$ cat src/rtl/core/iwd_pkg.sv
// ----------------------------------------------------------------------------
// iwd_pkg
// Shared types and constants of the instruction word decoder: format table,
// result kinds, second operand forms and the packed result layout.
// ----------------------------------------------------------------------------
package iwd_pkg;

    localparam int WORD_W   = 32;
    localparam int FMT_COUNT = 15;
    localparam int FMT_W    = 4;

    // format table, highest priority first
    localparam logic [WORD_W-1:0] FMT_MASK [FMT_COUNT] = '{
        32'h0FFF_FFF0, 32'h0FB0_0FF0, 32'h0FC0_00F0, 32'h0E40_0F90, 32'h0F80_00F0,
        32'h0E40_0090, 32'h0F00_0010, 32'h0F00_0010, 32'h0E00_0010, 32'h0F00_0000,
        32'h0E00_0000, 32'h0E00_0000, 32'h0E00_0000, 32'h0C00_0000, 32'h0C00_0000
    };
    localparam logic [WORD_W-1:0] FMT_MATCH [FMT_COUNT] = '{
        32'h012F_FF10, 32'h0100_0090, 32'h0000_0090, 32'h0000_0090, 32'h0080_0090,
        32'h0040_0090, 32'h0E00_0000, 32'h0E00_0010, 32'h0600_0010, 32'h0F00_0000,
        32'h0800_0000, 32'h0A00_0000, 32'h0C00_0000, 32'h0000_0000, 32'h0400_0000
    };

    localparam logic [FMT_W-1:0] FMT_BX       = 4'd0;
    localparam logic [FMT_W-1:0] FMT_BRANCH   = 4'd11;
    localparam logic [FMT_W-1:0] FMT_DATAPROC = 4'd13;

    // result kinds
    localparam logic [3:0] KIND_DATAPROC     = 4'd0;
    localparam logic [3:0] KIND_MRS_CPSR     = 4'd1;
    localparam logic [3:0] KIND_MRS_SPSR     = 4'd2;
    localparam logic [3:0] KIND_MSR_CPSR     = 4'd3;
    localparam logic [3:0] KIND_MSR_CPSR_FLG = 4'd4;
    localparam logic [3:0] KIND_MSR_SPSR     = 4'd5;
    localparam logic [3:0] KIND_MSR_SPSR_FLG = 4'd6;
    localparam logic [3:0] KIND_BRANCH       = 4'd7;
    localparam logic [3:0] KIND_BX           = 4'd8;
    localparam logic [3:0] KIND_NOT_IMPL     = 4'd9;

    // alu opcodes that turn into psr transfers when S is clear
    localparam logic [3:0] OP_TST = 4'd8;
    localparam logic [3:0] OP_TEQ = 4'd9;
    localparam logic [3:0] OP_CMP = 4'd10;
    localparam logic [3:0] OP_CMN = 4'd11;

    localparam logic [3:0] PSR_FLAGS_FIELD = 4'd8;

    // second operand forms
    localparam logic [3:0] OPF_ROT_IMM   = 4'd0;
    localparam logic [3:0] OPF_IMM_SHIFT = 4'd1;  // plus shift type
    localparam logic [3:0] OPF_REG_SHIFT = 4'd5;  // plus shift type
    localparam logic [3:0] OPF_RRX       = 4'd9;

    localparam logic [1:0] SHIFT_LSL = 2'd0;
    localparam logic [1:0] SHIFT_LSR = 2'd1;
    localparam logic [1:0] SHIFT_ASR = 2'd2;
    localparam logic [1:0] SHIFT_ROR = 2'd3;

    localparam logic [5:0] SHIFT_BY_32 = 6'd32;

    // decoded result, first field in the highest bits
    typedef struct packed {
        logic signed [25:0] branch_offset;
        logic [5:0]         operand_amount;
        logic [7:0]         operand_value;
        logic [3:0]         operand_form;
        logic [3:0]         first_reg;
        logic [3:0]         dest_reg;
        logic               link;
        logic               set_flags;
        logic [3:0]         alu_opcode;
        logic [3:0]         cond_code;
        logic [FMT_W-1:0]   format_index;
        logic [3:0]         kind;
    } dec_out_t;

    localparam int OUT_W   = $bits(dec_out_t);
    localparam int OUT_PAD = ((OUT_W + 7) / 8) * 8 - OUT_W;

endpackage

$ cat src/rtl/core/instruction_word_decoder_unit.sv
// ----------------------------------------------------------------------------
// instruction_word_decoder_unit
// Pipelined decoder of 32-bit A32 (v4T) instruction words.
// ----------------------------------------------------------------------------
// Takes one instruction word per transfer and returns one decoded result per
// word, in order. Branch-and-exchange, branch and data processing (including
// PSR transfers) are decoded fully; every other format returns the
// not-implemented kind with only format index and condition filled in.
// The pipeline is four registers deep: the input word register, then the
// table compare, the priority select and the field decode, each of which
// ends in a register, the last one being the output register. A new word is
// taken every clock cycle while the output side does not stall.
// Each stage holds its word while the stage after it is full, so a stall on
// the output backs up stage by stage and nothing is dropped or repeated.
module instruction_word_decoder_unit
    import iwd_pkg::*;
(
    input  logic                      clk,
    input  logic                      rst_n,

    input  logic                      s_axis_tvalid,
    output logic                      s_axis_tready,
    input  logic [WORD_W-1:0]         s_axis_tdata,   // instr_word

    output logic                      m_axis_tvalid,
    input  logic                      m_axis_tready,
    // kind, format_index, cond_code, alu_opcode, set_flags, link, dest_reg,
    // first_reg, operand_form, operand_value, operand_amount, branch_offset
    output logic [OUT_W+OUT_PAD-1:0]  m_axis_tdata
);

    logic                 v1_reg, v2_reg, v3_reg, out_valid_reg;
    logic                 rdy1, rdy2, rdy3;
    logic [WORD_W-1:0]    w1_reg, w2_reg, w3_reg;
    logic [FMT_COUNT-1:0] match_reg, match_next;
    logic [FMT_W-1:0]     fmt_reg, fmt_next;
    dec_out_t             out_reg, dec_next;

    // a stage moves on when the next one is empty or moving too
    assign rdy3          = !out_valid_reg || m_axis_tready;
    assign rdy2          = !v3_reg || rdy3;
    assign rdy1          = !v2_reg || rdy2;
    assign s_axis_tready = !v1_reg || rdy1;

    // format table compare
    always_comb
    begin
        for (int i = 0; i < FMT_COUNT; i++)
        begin
            match_next[i] = (w1_reg & FMT_MASK[i]) == FMT_MATCH[i];
        end
    end

    // first match wins
    always_comb
    begin
        fmt_next = FMT_W'(FMT_COUNT - 1);
        for (int i = FMT_COUNT - 1; i >= 0; i--)
        begin
            if (match_reg[i])
            begin
                fmt_next = FMT_W'(i);
            end
        end
    end

    // field decode
    always_comb
    begin
        logic [3:0] op;
        logic       s_bit;
        logic [1:0] sh_type;
        logic [4:0] sh_amt;
        logic [3:0] opd_form;
        logic [7:0] opd_value;
        logic [5:0] opd_amount;

        op      = w3_reg[24:21];
        s_bit   = w3_reg[20];
        sh_type = w3_reg[6:5];
        sh_amt  = w3_reg[11:7];

        // second operand
        if (w3_reg[25])
        begin
            opd_form   = OPF_ROT_IMM;
            opd_value  = w3_reg[7:0];
            opd_amount = {1'b0, w3_reg[11:8], 1'b0};
        end
        else if (w3_reg[4])
        begin
            opd_form   = OPF_REG_SHIFT + {2'b00, sh_type};
            opd_value  = {4'h0, w3_reg[3:0]};
            opd_amount = {2'b00, w3_reg[11:8]};
        end
        else
        begin
            opd_form   = OPF_IMM_SHIFT + {2'b00, sh_type};
            opd_value  = {4'h0, w3_reg[3:0]};
            opd_amount = {1'b0, sh_amt};
            if (sh_amt == 5'd0)
            begin
                case (sh_type)
                    SHIFT_LSR, SHIFT_ASR: opd_amount = SHIFT_BY_32;
                    SHIFT_ROR:
                    begin
                        opd_form   = OPF_RRX;
                        opd_amount = '0;
                    end
                    default: ;
                endcase
            end
        end

        dec_next              = '0;
        dec_next.format_index = fmt_reg;
        dec_next.cond_code    = w3_reg[31:28];

        unique case (fmt_reg)
            FMT_BX:
            begin
                dec_next.kind     = KIND_BX;
                dec_next.dest_reg = w3_reg[3:0];
            end
            FMT_BRANCH:
            begin
                dec_next.kind          = KIND_BRANCH;
                dec_next.link          = w3_reg[24];
                dec_next.branch_offset = {w3_reg[23:0], 2'b00};
            end
            FMT_DATAPROC:
            begin
                if (!s_bit && (op == OP_TST || op == OP_CMP))
                begin
                    dec_next.kind     = (op == OP_CMP) ? KIND_MRS_SPSR : KIND_MRS_CPSR;
                    dec_next.dest_reg = w3_reg[15:12];
                end
                else if (!s_bit && (op == OP_TEQ || op == OP_CMN))
                begin
                    if (op == OP_CMN)
                    begin
                        dec_next.kind = (w3_reg[19:16] == PSR_FLAGS_FIELD)
                                        ? KIND_MSR_SPSR_FLG : KIND_MSR_SPSR;
                    end
                    else
                    begin
                        dec_next.kind = (w3_reg[19:16] == PSR_FLAGS_FIELD)
                                        ? KIND_MSR_CPSR_FLG : KIND_MSR_CPSR;
                    end
                    dec_next.operand_form   = opd_form;
                    dec_next.operand_value  = opd_value;
                    dec_next.operand_amount = opd_amount;
                end
                else
                begin
                    dec_next.kind           = KIND_DATAPROC;
                    dec_next.alu_opcode     = op;
                    dec_next.set_flags      = s_bit;
                    dec_next.dest_reg       = w3_reg[15:12];
                    dec_next.first_reg      = w3_reg[19:16];
                    dec_next.operand_form   = opd_form;
                    dec_next.operand_value  = opd_value;
                    dec_next.operand_amount = opd_amount;
                end
            end
            default:
            begin
                dec_next.kind = KIND_NOT_IMPL;
            end
        endcase
    end

    // valid bits
    always_ff @(posedge clk or negedge rst_n)
    begin
        if (!rst_n)
        begin
            v1_reg        <= 1'b0;
            v2_reg        <= 1'b0;
            v3_reg        <= 1'b0;
            out_valid_reg <= 1'b0;
        end
        else
        begin
            if (s_axis_tready)
            begin
                v1_reg <= s_axis_tvalid;
            end
            if (rdy1)
            begin
                v2_reg <= v1_reg;
            end
            if (rdy2)
            begin
                v3_reg <= v2_reg;
            end
            if (rdy3)
            begin
                out_valid_reg <= v3_reg;
            end
        end
    end

    // payload
    always_ff @(posedge clk)
    begin
        if (s_axis_tready && s_axis_tvalid)
        begin
            w1_reg <= s_axis_tdata;
        end
        if (rdy1 && v1_reg)
        begin
            w2_reg    <= w1_reg;
            match_reg <= match_next;
        end
        if (rdy2 && v2_reg)
        begin
            w3_reg  <= w2_reg;
            fmt_reg <= fmt_next;
        end
        if (rdy3 && v3_reg)
        begin
            out_reg <= dec_next;
        end
    end

    assign m_axis_tvalid = out_valid_reg;
    assign m_axis_tdata  = {{OUT_PAD{1'b0}}, out_reg};

`ifndef NO_ASSERTIONS
    // a full pipeline with a stalled output takes no new word
    assert property (@(posedge clk) disable iff (!rst_n)
        (v1_reg && v2_reg && v3_reg && out_valid_reg && !m_axis_tready) |-> !s_axis_tready)
        else $error("input taken while pipeline is full and stalled");

    // format index stays inside the table
    assert property (@(posedge clk) disable iff (!rst_n)
        m_axis_tvalid |-> (out_reg.format_index < FMT_W'(FMT_COUNT)))
        else $error("format index out of range");

    // branch kinds agree with the selected format
    assert property (@(posedge clk) disable iff (!rst_n)
        (m_axis_tvalid && (out_reg.kind == KIND_BX || out_reg.kind == KIND_BRANCH))
        |-> (out_reg.format_index == FMT_BX || out_reg.format_index == FMT_BRANCH))
        else $error("branch kind on a non-branch format");

    // not-implemented results carry nothing beyond format and condition
    assert property (@(posedge clk) disable iff (!rst_n)
        (m_axis_tvalid && out_reg.kind == KIND_NOT_IMPL)
        |-> (m_axis_tdata[OUT_W-1:12] == '0))
        else $error("not-implemented result has stray fields");
`endif

endmodule
$ cat config.mk
export PLATFORM = sky130hd
export DESIGN_NAME = instruction_word_decoder_unit
export DESIGN_NICKNAME = d
export VERILOG_FILES = /design/src/rtl/core/iwd_pkg.sv /design/src/rtl/core/instruction_word_decoder_unit.sv
export SDC_FILE = /design/constraint.sdc
export NUM_CORES = 1
export LEC_CHECK = 0
export BUFFER_PORTS_ARGS = -buffer_cell sky130_fd_sc_hd__clkbuf_2
export CAP_MARGIN = 20
export CORE_ASPECT_RATIO = 0.9
export CORE_MARGIN = 1
export CORE_UTILIZATION = 60
export CTS_CLUSTER_SIZE = 12
export DETAILED_ROUTE_END_ITERATION = 6
export GPL_ROUTABILITY_DRIVEN = 0
export PLACE_DENSITY = 0.92
export SYNTH_ARGS = -nofsm -noshare
export SYNTH_HDL_FRONTEND = slang
export SYNTH_SLANG_ARGS = --single-unit
$ cat constraint.sdc
create_clock -name clk -period 8.5 [get_ports clk]
set_clock_uncertainty 0.05 [all_clocks]
set_input_delay 1.7 -clock clk [delete_from_list [all_inputs] [get_ports clk]]
set_output_delay 1.7 -clock clk [all_outputs]
set_load 0.02 [all_outputs]
# After elaboration in Yosys (flattened, before gate mapping)
# Cells that the tools add are included.
dict set report op_classes {
  add_sub_neg 2
  eq_ne 23
  muxes 30
  bitwise_logic 3
  reduce_logical 29
}
# cell count
set op_table {}
lappend op_table {{$eq A4 B4 Y1 const B} 8}
lappend op_table {{$logic_not A32 Y1} 1}
lappend op_table {{$mux W3} 10}
lappend op_table {{$mux W4} 7}
lappend op_table {{$eq A24 B21 Y1 const B} 1}
lappend op_table {{$eq A15 B12 Y1 const B} 1}
lappend op_table {{$mux W5} 3}
lappend op_table {{$mux W2} 6}
lappend op_table {{$pmux W4 S3} 1}
lappend op_table {{$pmux W6 S2} 1}
lappend op_table {{$eq A10 B2 Y1 const B} 1}
lappend op_table {{$eq A10 B4 Y1 const B} 1}
lappend op_table {{$eq A5 B5 Y1 const B} 2}
lappend op_table {{$eq A3 B3 Y1 const B} 3}
lappend op_table {{$eq A9 B5 Y1 const B} 1}
lappend op_table {{$reduce_or A3 Y1} 3}
lappend op_table {{$pmux W4 S2} 1}
lappend op_table {{$reduce_or A8 Y1} 1}
lappend op_table {{$eq A6 B3 Y1 const B} 1}
lappend op_table {{$logic_and A1 B1 Y1} 6}
lappend op_table {{$logic_or A1 B1 Y1} 6}
lappend op_table {{$reduce_or A2 Y1} 3}
lappend op_table {{$logic_not A1 Y1} 5}
lappend op_table {{$logic_not A5 Y1} 1}
lappend op_table {{other kinds (10)} 13}
dict set report totals {
  register_bits 188
  inputBits 36
  out_inout_bits 74
}

# Depth between registers and ports, before layout
dict set report depth {
  depth_word 13
  mapped_depth 5
  depth_no_buf 4
}

# Least setup slack after synthesis
# OpenSTA, ideal clock, no wires.
dict set report synth_timing {
  kind {input-to-reg}
  startpoint {input port m_axis_tready}
  endpoint {register out_reg, in the netlist m_axis_tdata[0] (enable)}
  arrival_time_ns 4.805
  required_ns 7.947
  slack_ns 3.143
  cell_stages 2
  path_buffers 0
  path_cell_list {nor2b_1 nor2b_1}
}
dict set report synth_between {
  elab_chain_len 2
}
# item line_no
set synth_lines {}
lappend synth_lines {{start: declaration} instruction_word_decoder_unit.sv:26} ;# input logic m_axis_tready,
lappend synth_lines {{$logic_or A1 B1 Y1} instruction_word_decoder_unit.sv:40} ;# assign rdy3 = !out_valid_reg || m_axis_tready;
lappend synth_lines {{$logic_and A1 B1 Y1} instruction_word_decoder_unit.sv:221} ;# if (rdy3 && v3_reg)
lappend synth_lines {{end signal: assignment} instruction_word_decoder_unit.sv:223} ;# out_reg <= dec_next;
lappend synth_lines {{end: declaration} instruction_word_decoder_unit.sv:37} ;# dec_out_t out_reg, dec_next;
# Every way passes these cells.
# A chain may end at the register's enable or synchronous reset.

# Worst setup path after layout
dict set report layout_timing {
  startpoint {input port m_axis_tready}
  endpoint {output port s_axis_tready}
}
dict set report layout_between {
  elab_chain_len 4
}
# item line_no
set layout_lines {}
lappend layout_lines {{$logic_or A1 B1 Y1} instruction_word_decoder_unit.sv:40}
lappend layout_lines {{$logic_or A1 B1 Y1} instruction_word_decoder_unit.sv:41} ;# assign rdy2 = !v3_reg || rdy3;
lappend layout_lines {{$logic_or A1 B1 Y1} instruction_word_decoder_unit.sv:42} ;# assign rdy1 = !v2_reg || rdy2;
lappend layout_lines {{$logic_or A1 B1 Y1} instruction_word_decoder_unit.sv:43} ;# assign s_axis_tready = !v1_reg || rdy1;
lappend layout_lines {{end: declaration} instruction_word_decoder_unit.sv:22} ;# output logic s_axis_tready,
# Every way passes these cells.

==> results.toml <==
[detailed_routing]
vias = 3416
firstDrtPassIters = 6
drtIter0Drc = 282
totalWireLength_um = 11200
drc = 8
avgViaCountPerCell = 5.53
ant_nets = 0
wl_per_cell_um = 18.0

[power_and_ir_drop]
vdd_drop_max_uv = 139
leakage_nw = 3.05
p_sw_share_pct = 25.2
p_total_mw = 2.06
switchingPower_uw = 520
p_per_area_mw_per_mm2 = 265
power.share.clock_pct = 35.6
p_comb_share_pct = 8.5
p_int_mw = 1.54
seq_power_share_pct = 55.9

[clocking]
post_cts_resized = 0
tritoncts = "built"
post_cts_buffers = 0
clkTransAtPathRegs_ps = 70
ctsRootBufferMaster = "clkbuf_16"
hold_buffers = 0
cts.sinks = 182
clk_path_buf_depth = 2
h-tree-depth = 4
cts_buffers = 17
insertion_delay_ps = 420

[setup_path]
crit_start = "m_axis_tready"
crit_slowest_cell = "nor2b_1"
critPathRequiredTime_ps = 6750
crit_path_end = "s_axis_tready"
max_stage_delay_ps = 350
crit_top_cell = "clkbuf_2"
cp.arrival_ps = 2530
rr_worst_depth = 4
worst-r2r-setup-slack_ps = 6490
r2r-end = "m_axis_tdata[28]"
r2r-start = "fmt_reg[1]"
critPathCaptureType = "output port"
crit_chain = "clkbuf_2, nor2b_1, nand4_1, clkbuf_2"
worst_setup_path_start_kind = "input port"
worstSetupPathType = "input port to output port"
critical_path.max_fanout = 5

[synthesis]
yosysUniqueCellTypes = 48
synthFlopType = "edfxtp_1"
synthArstFlopShare_pct = 2.20
synthCells = 358
ys_seq_area_share_pct = 83.1
ys_warn_count = 0
netlist_area_mm2 = 0.00655
avgSynthCellArea_um2 = 18.3
synth-seq-cells = 182
synth_edf_count = 178

[placement]
dp_hpwl_um = 7430
dpl.cell_count = 586
io_buffers = 105

[floorplan]
die_x_um = 112
rows = 35
die_h_um = 101
coreArea_mm2 = 0.0104
dieArea_mm2 = 0.0113
initial_utilization_pct = 62.9
io_pins = 110

[final_layout]
layoutNonFillerInstCount = 618
largest_reg_flops = 68
multi_input_area_mm2 = 0.00103
drive_above_1_share_pct = 30.1
fillers = 574
num-nets-final = 516
antenna_cells = 0
syn2layout_area_growth_pct = 18.6
seqCellArea_mm2 = 0.00545

[sta]
rsz0062_at_grt = "no"
relSlewSlack_pct = 33.5
fmax_ghz = 0.234
fin_crit_ps = 4280
finalCritPeriodShare_pct = 50.3
slew_viol_final = 0
setup_violations = 0
hold_violations = 0
setup-tns-final_ps = 0
tightestPinTransition_ps = 997

[global_routing]
grt_antenna_before_repair = 0
grt_first_pass_wirelength_um = 17600
grt-ovfl-total = 0
grt_max_degree = 69
track_usage_pct = 21.4
grt_pass1_vias = 3356

[status]
violations = "DRC"
status = "finished, violations left"

[worst_hold_path]
hp-class = "register to register"

[job]
cap_violations = 0
## Yosys cell counts (4+ instances only)
master    instances  area, µm²
nand3_1           5       25.0
edfxtp_1        178       5350
nand2_1           8       30.0
nor2_1           21       78.8
a21oi_1           5       25.0
mux2i_1           4       40.0
clkbuf_1          5       18.8
a22o_1            4       35.0
and3_1           15       93.8
nand2b_1          6       37.5
nor3_1            4       20.0
inv_1             8       30.0
and2_1           35        219
buf_4             4       30.0
dfrtp_1           4        100
nor4_1            6       37.5
ha_1              4       50.1
## metal layers
metal  up-vias  share of wire [%]  global-route usage (%)
met2       137                 51                    35.3
met4         0                3.4                    13.7
met3        30                5.4                    4.37
met5         -                  0                       0
met1      1645                 40                    26.6
li1       1604                  -                       -
## cell type report
class / instances / share of cell area [%]
tap: 129 / 2.08
multi-input combinational: 159 / 13.2
timing repair buffer: 108 / 7.05
sequential: 182 / 70.1
clock buffer: 18 / 5.52
inverter: 8 / 0.386
clock inverter: 14 / 1.67
## metrics by stage
step                setup slack [ps]  util [%]  area, µm²  hold slack (ps)
detailed placement              4210      69.2       7210              355
CTS                             4230      74.6       7770              372
global placement                4270      69.2       7210              351
floorplan                       3140         -       6570              350
global route                    4170      74.6       7770              374
finish                          4220      74.6       7770              371
## placed cells by master (no fill, tap or decap), types with 5 or more instances in the layout
cell type,synthesis,layout
edfxtp_1,178,178
and3_1,15,15
nand2b_1,6,6
nand2_1,8,8
clkbuf_2,0,105
inv_8,0,5
clkbuf_16,0,17
inv_1,8,8
nand3_1,5,5
and2_1,35,34
a21oi_1,5,5
nor4_1,6,6
nor2_1,21,21
## logic make-up (layout without fill, tap and decap cells)
family | after synthesis | after routing | share of synthesized area [%]
buffers and inverters | 20 | 148 | 1.53
adder cells (fa/ha/maj) | 4 | 4 | 0.764
XOR/XNOR | 1 | 1 | 0.134
other | 1 | 4 | 0.0572
AO/OA/AOI/OAI | 23 | 23 | 2.62
flip-flops | 182 | 182 | 83.1
multiplexers | 4 | 4 | 0.611
AND/OR/NAND/NOR | 123 | 123 | 11.2
## power groups by stage
| stage | Clock (mW) | Sequential (mW) | Combinational [mW] |
|---|---|---|---|
| 2_1_floorplan | 0 | 1.20 | 0.0718 |
| 3_3_place_gp | 0 | 1.16 | 0.167 |
| 3_5_place_dp | 0 | 1.17 | 0.176 |
| 4_1_cts | 0.745 | 1.15 | 0.178 |
| 5_1_grt | 0.780 | 1.16 | 0.190 |
| 6_report | 0.734 | 1.15 | 0.176 |
## worst min path at each step
| stage | from | endpoint | slack [ps] | cells past startpoint |
|---|---|---|---|---|
| 3_3_place_gp | w2_reg[16] | w3_reg[16] | 350 | 0 |
| 4_1_cts | w2_reg[0] | w3_reg[0] | 370 | 0 |
| 6_report | w2_reg[0] | w3_reg[0] | 370 | 0 |
| 2_1_floorplan | w3_reg[30] | m_axis_tdata[10] | 350 | 0 |
| 3_5_place_dp | w2_reg[0] | w3_reg[0] | 350 | 0 |
| 5_1_grt | w2_reg[25] | w3_reg[25] | 370 | 0 |
## critical path: cells and delay by family
| kind | cells | cell delay, ps |
|---|---|---|
| and+or+nand+nor | 2 | 550 |
| buffers and inverters | 2 | 270 |
Note: power is estimated with default switching activity, not from simulation.
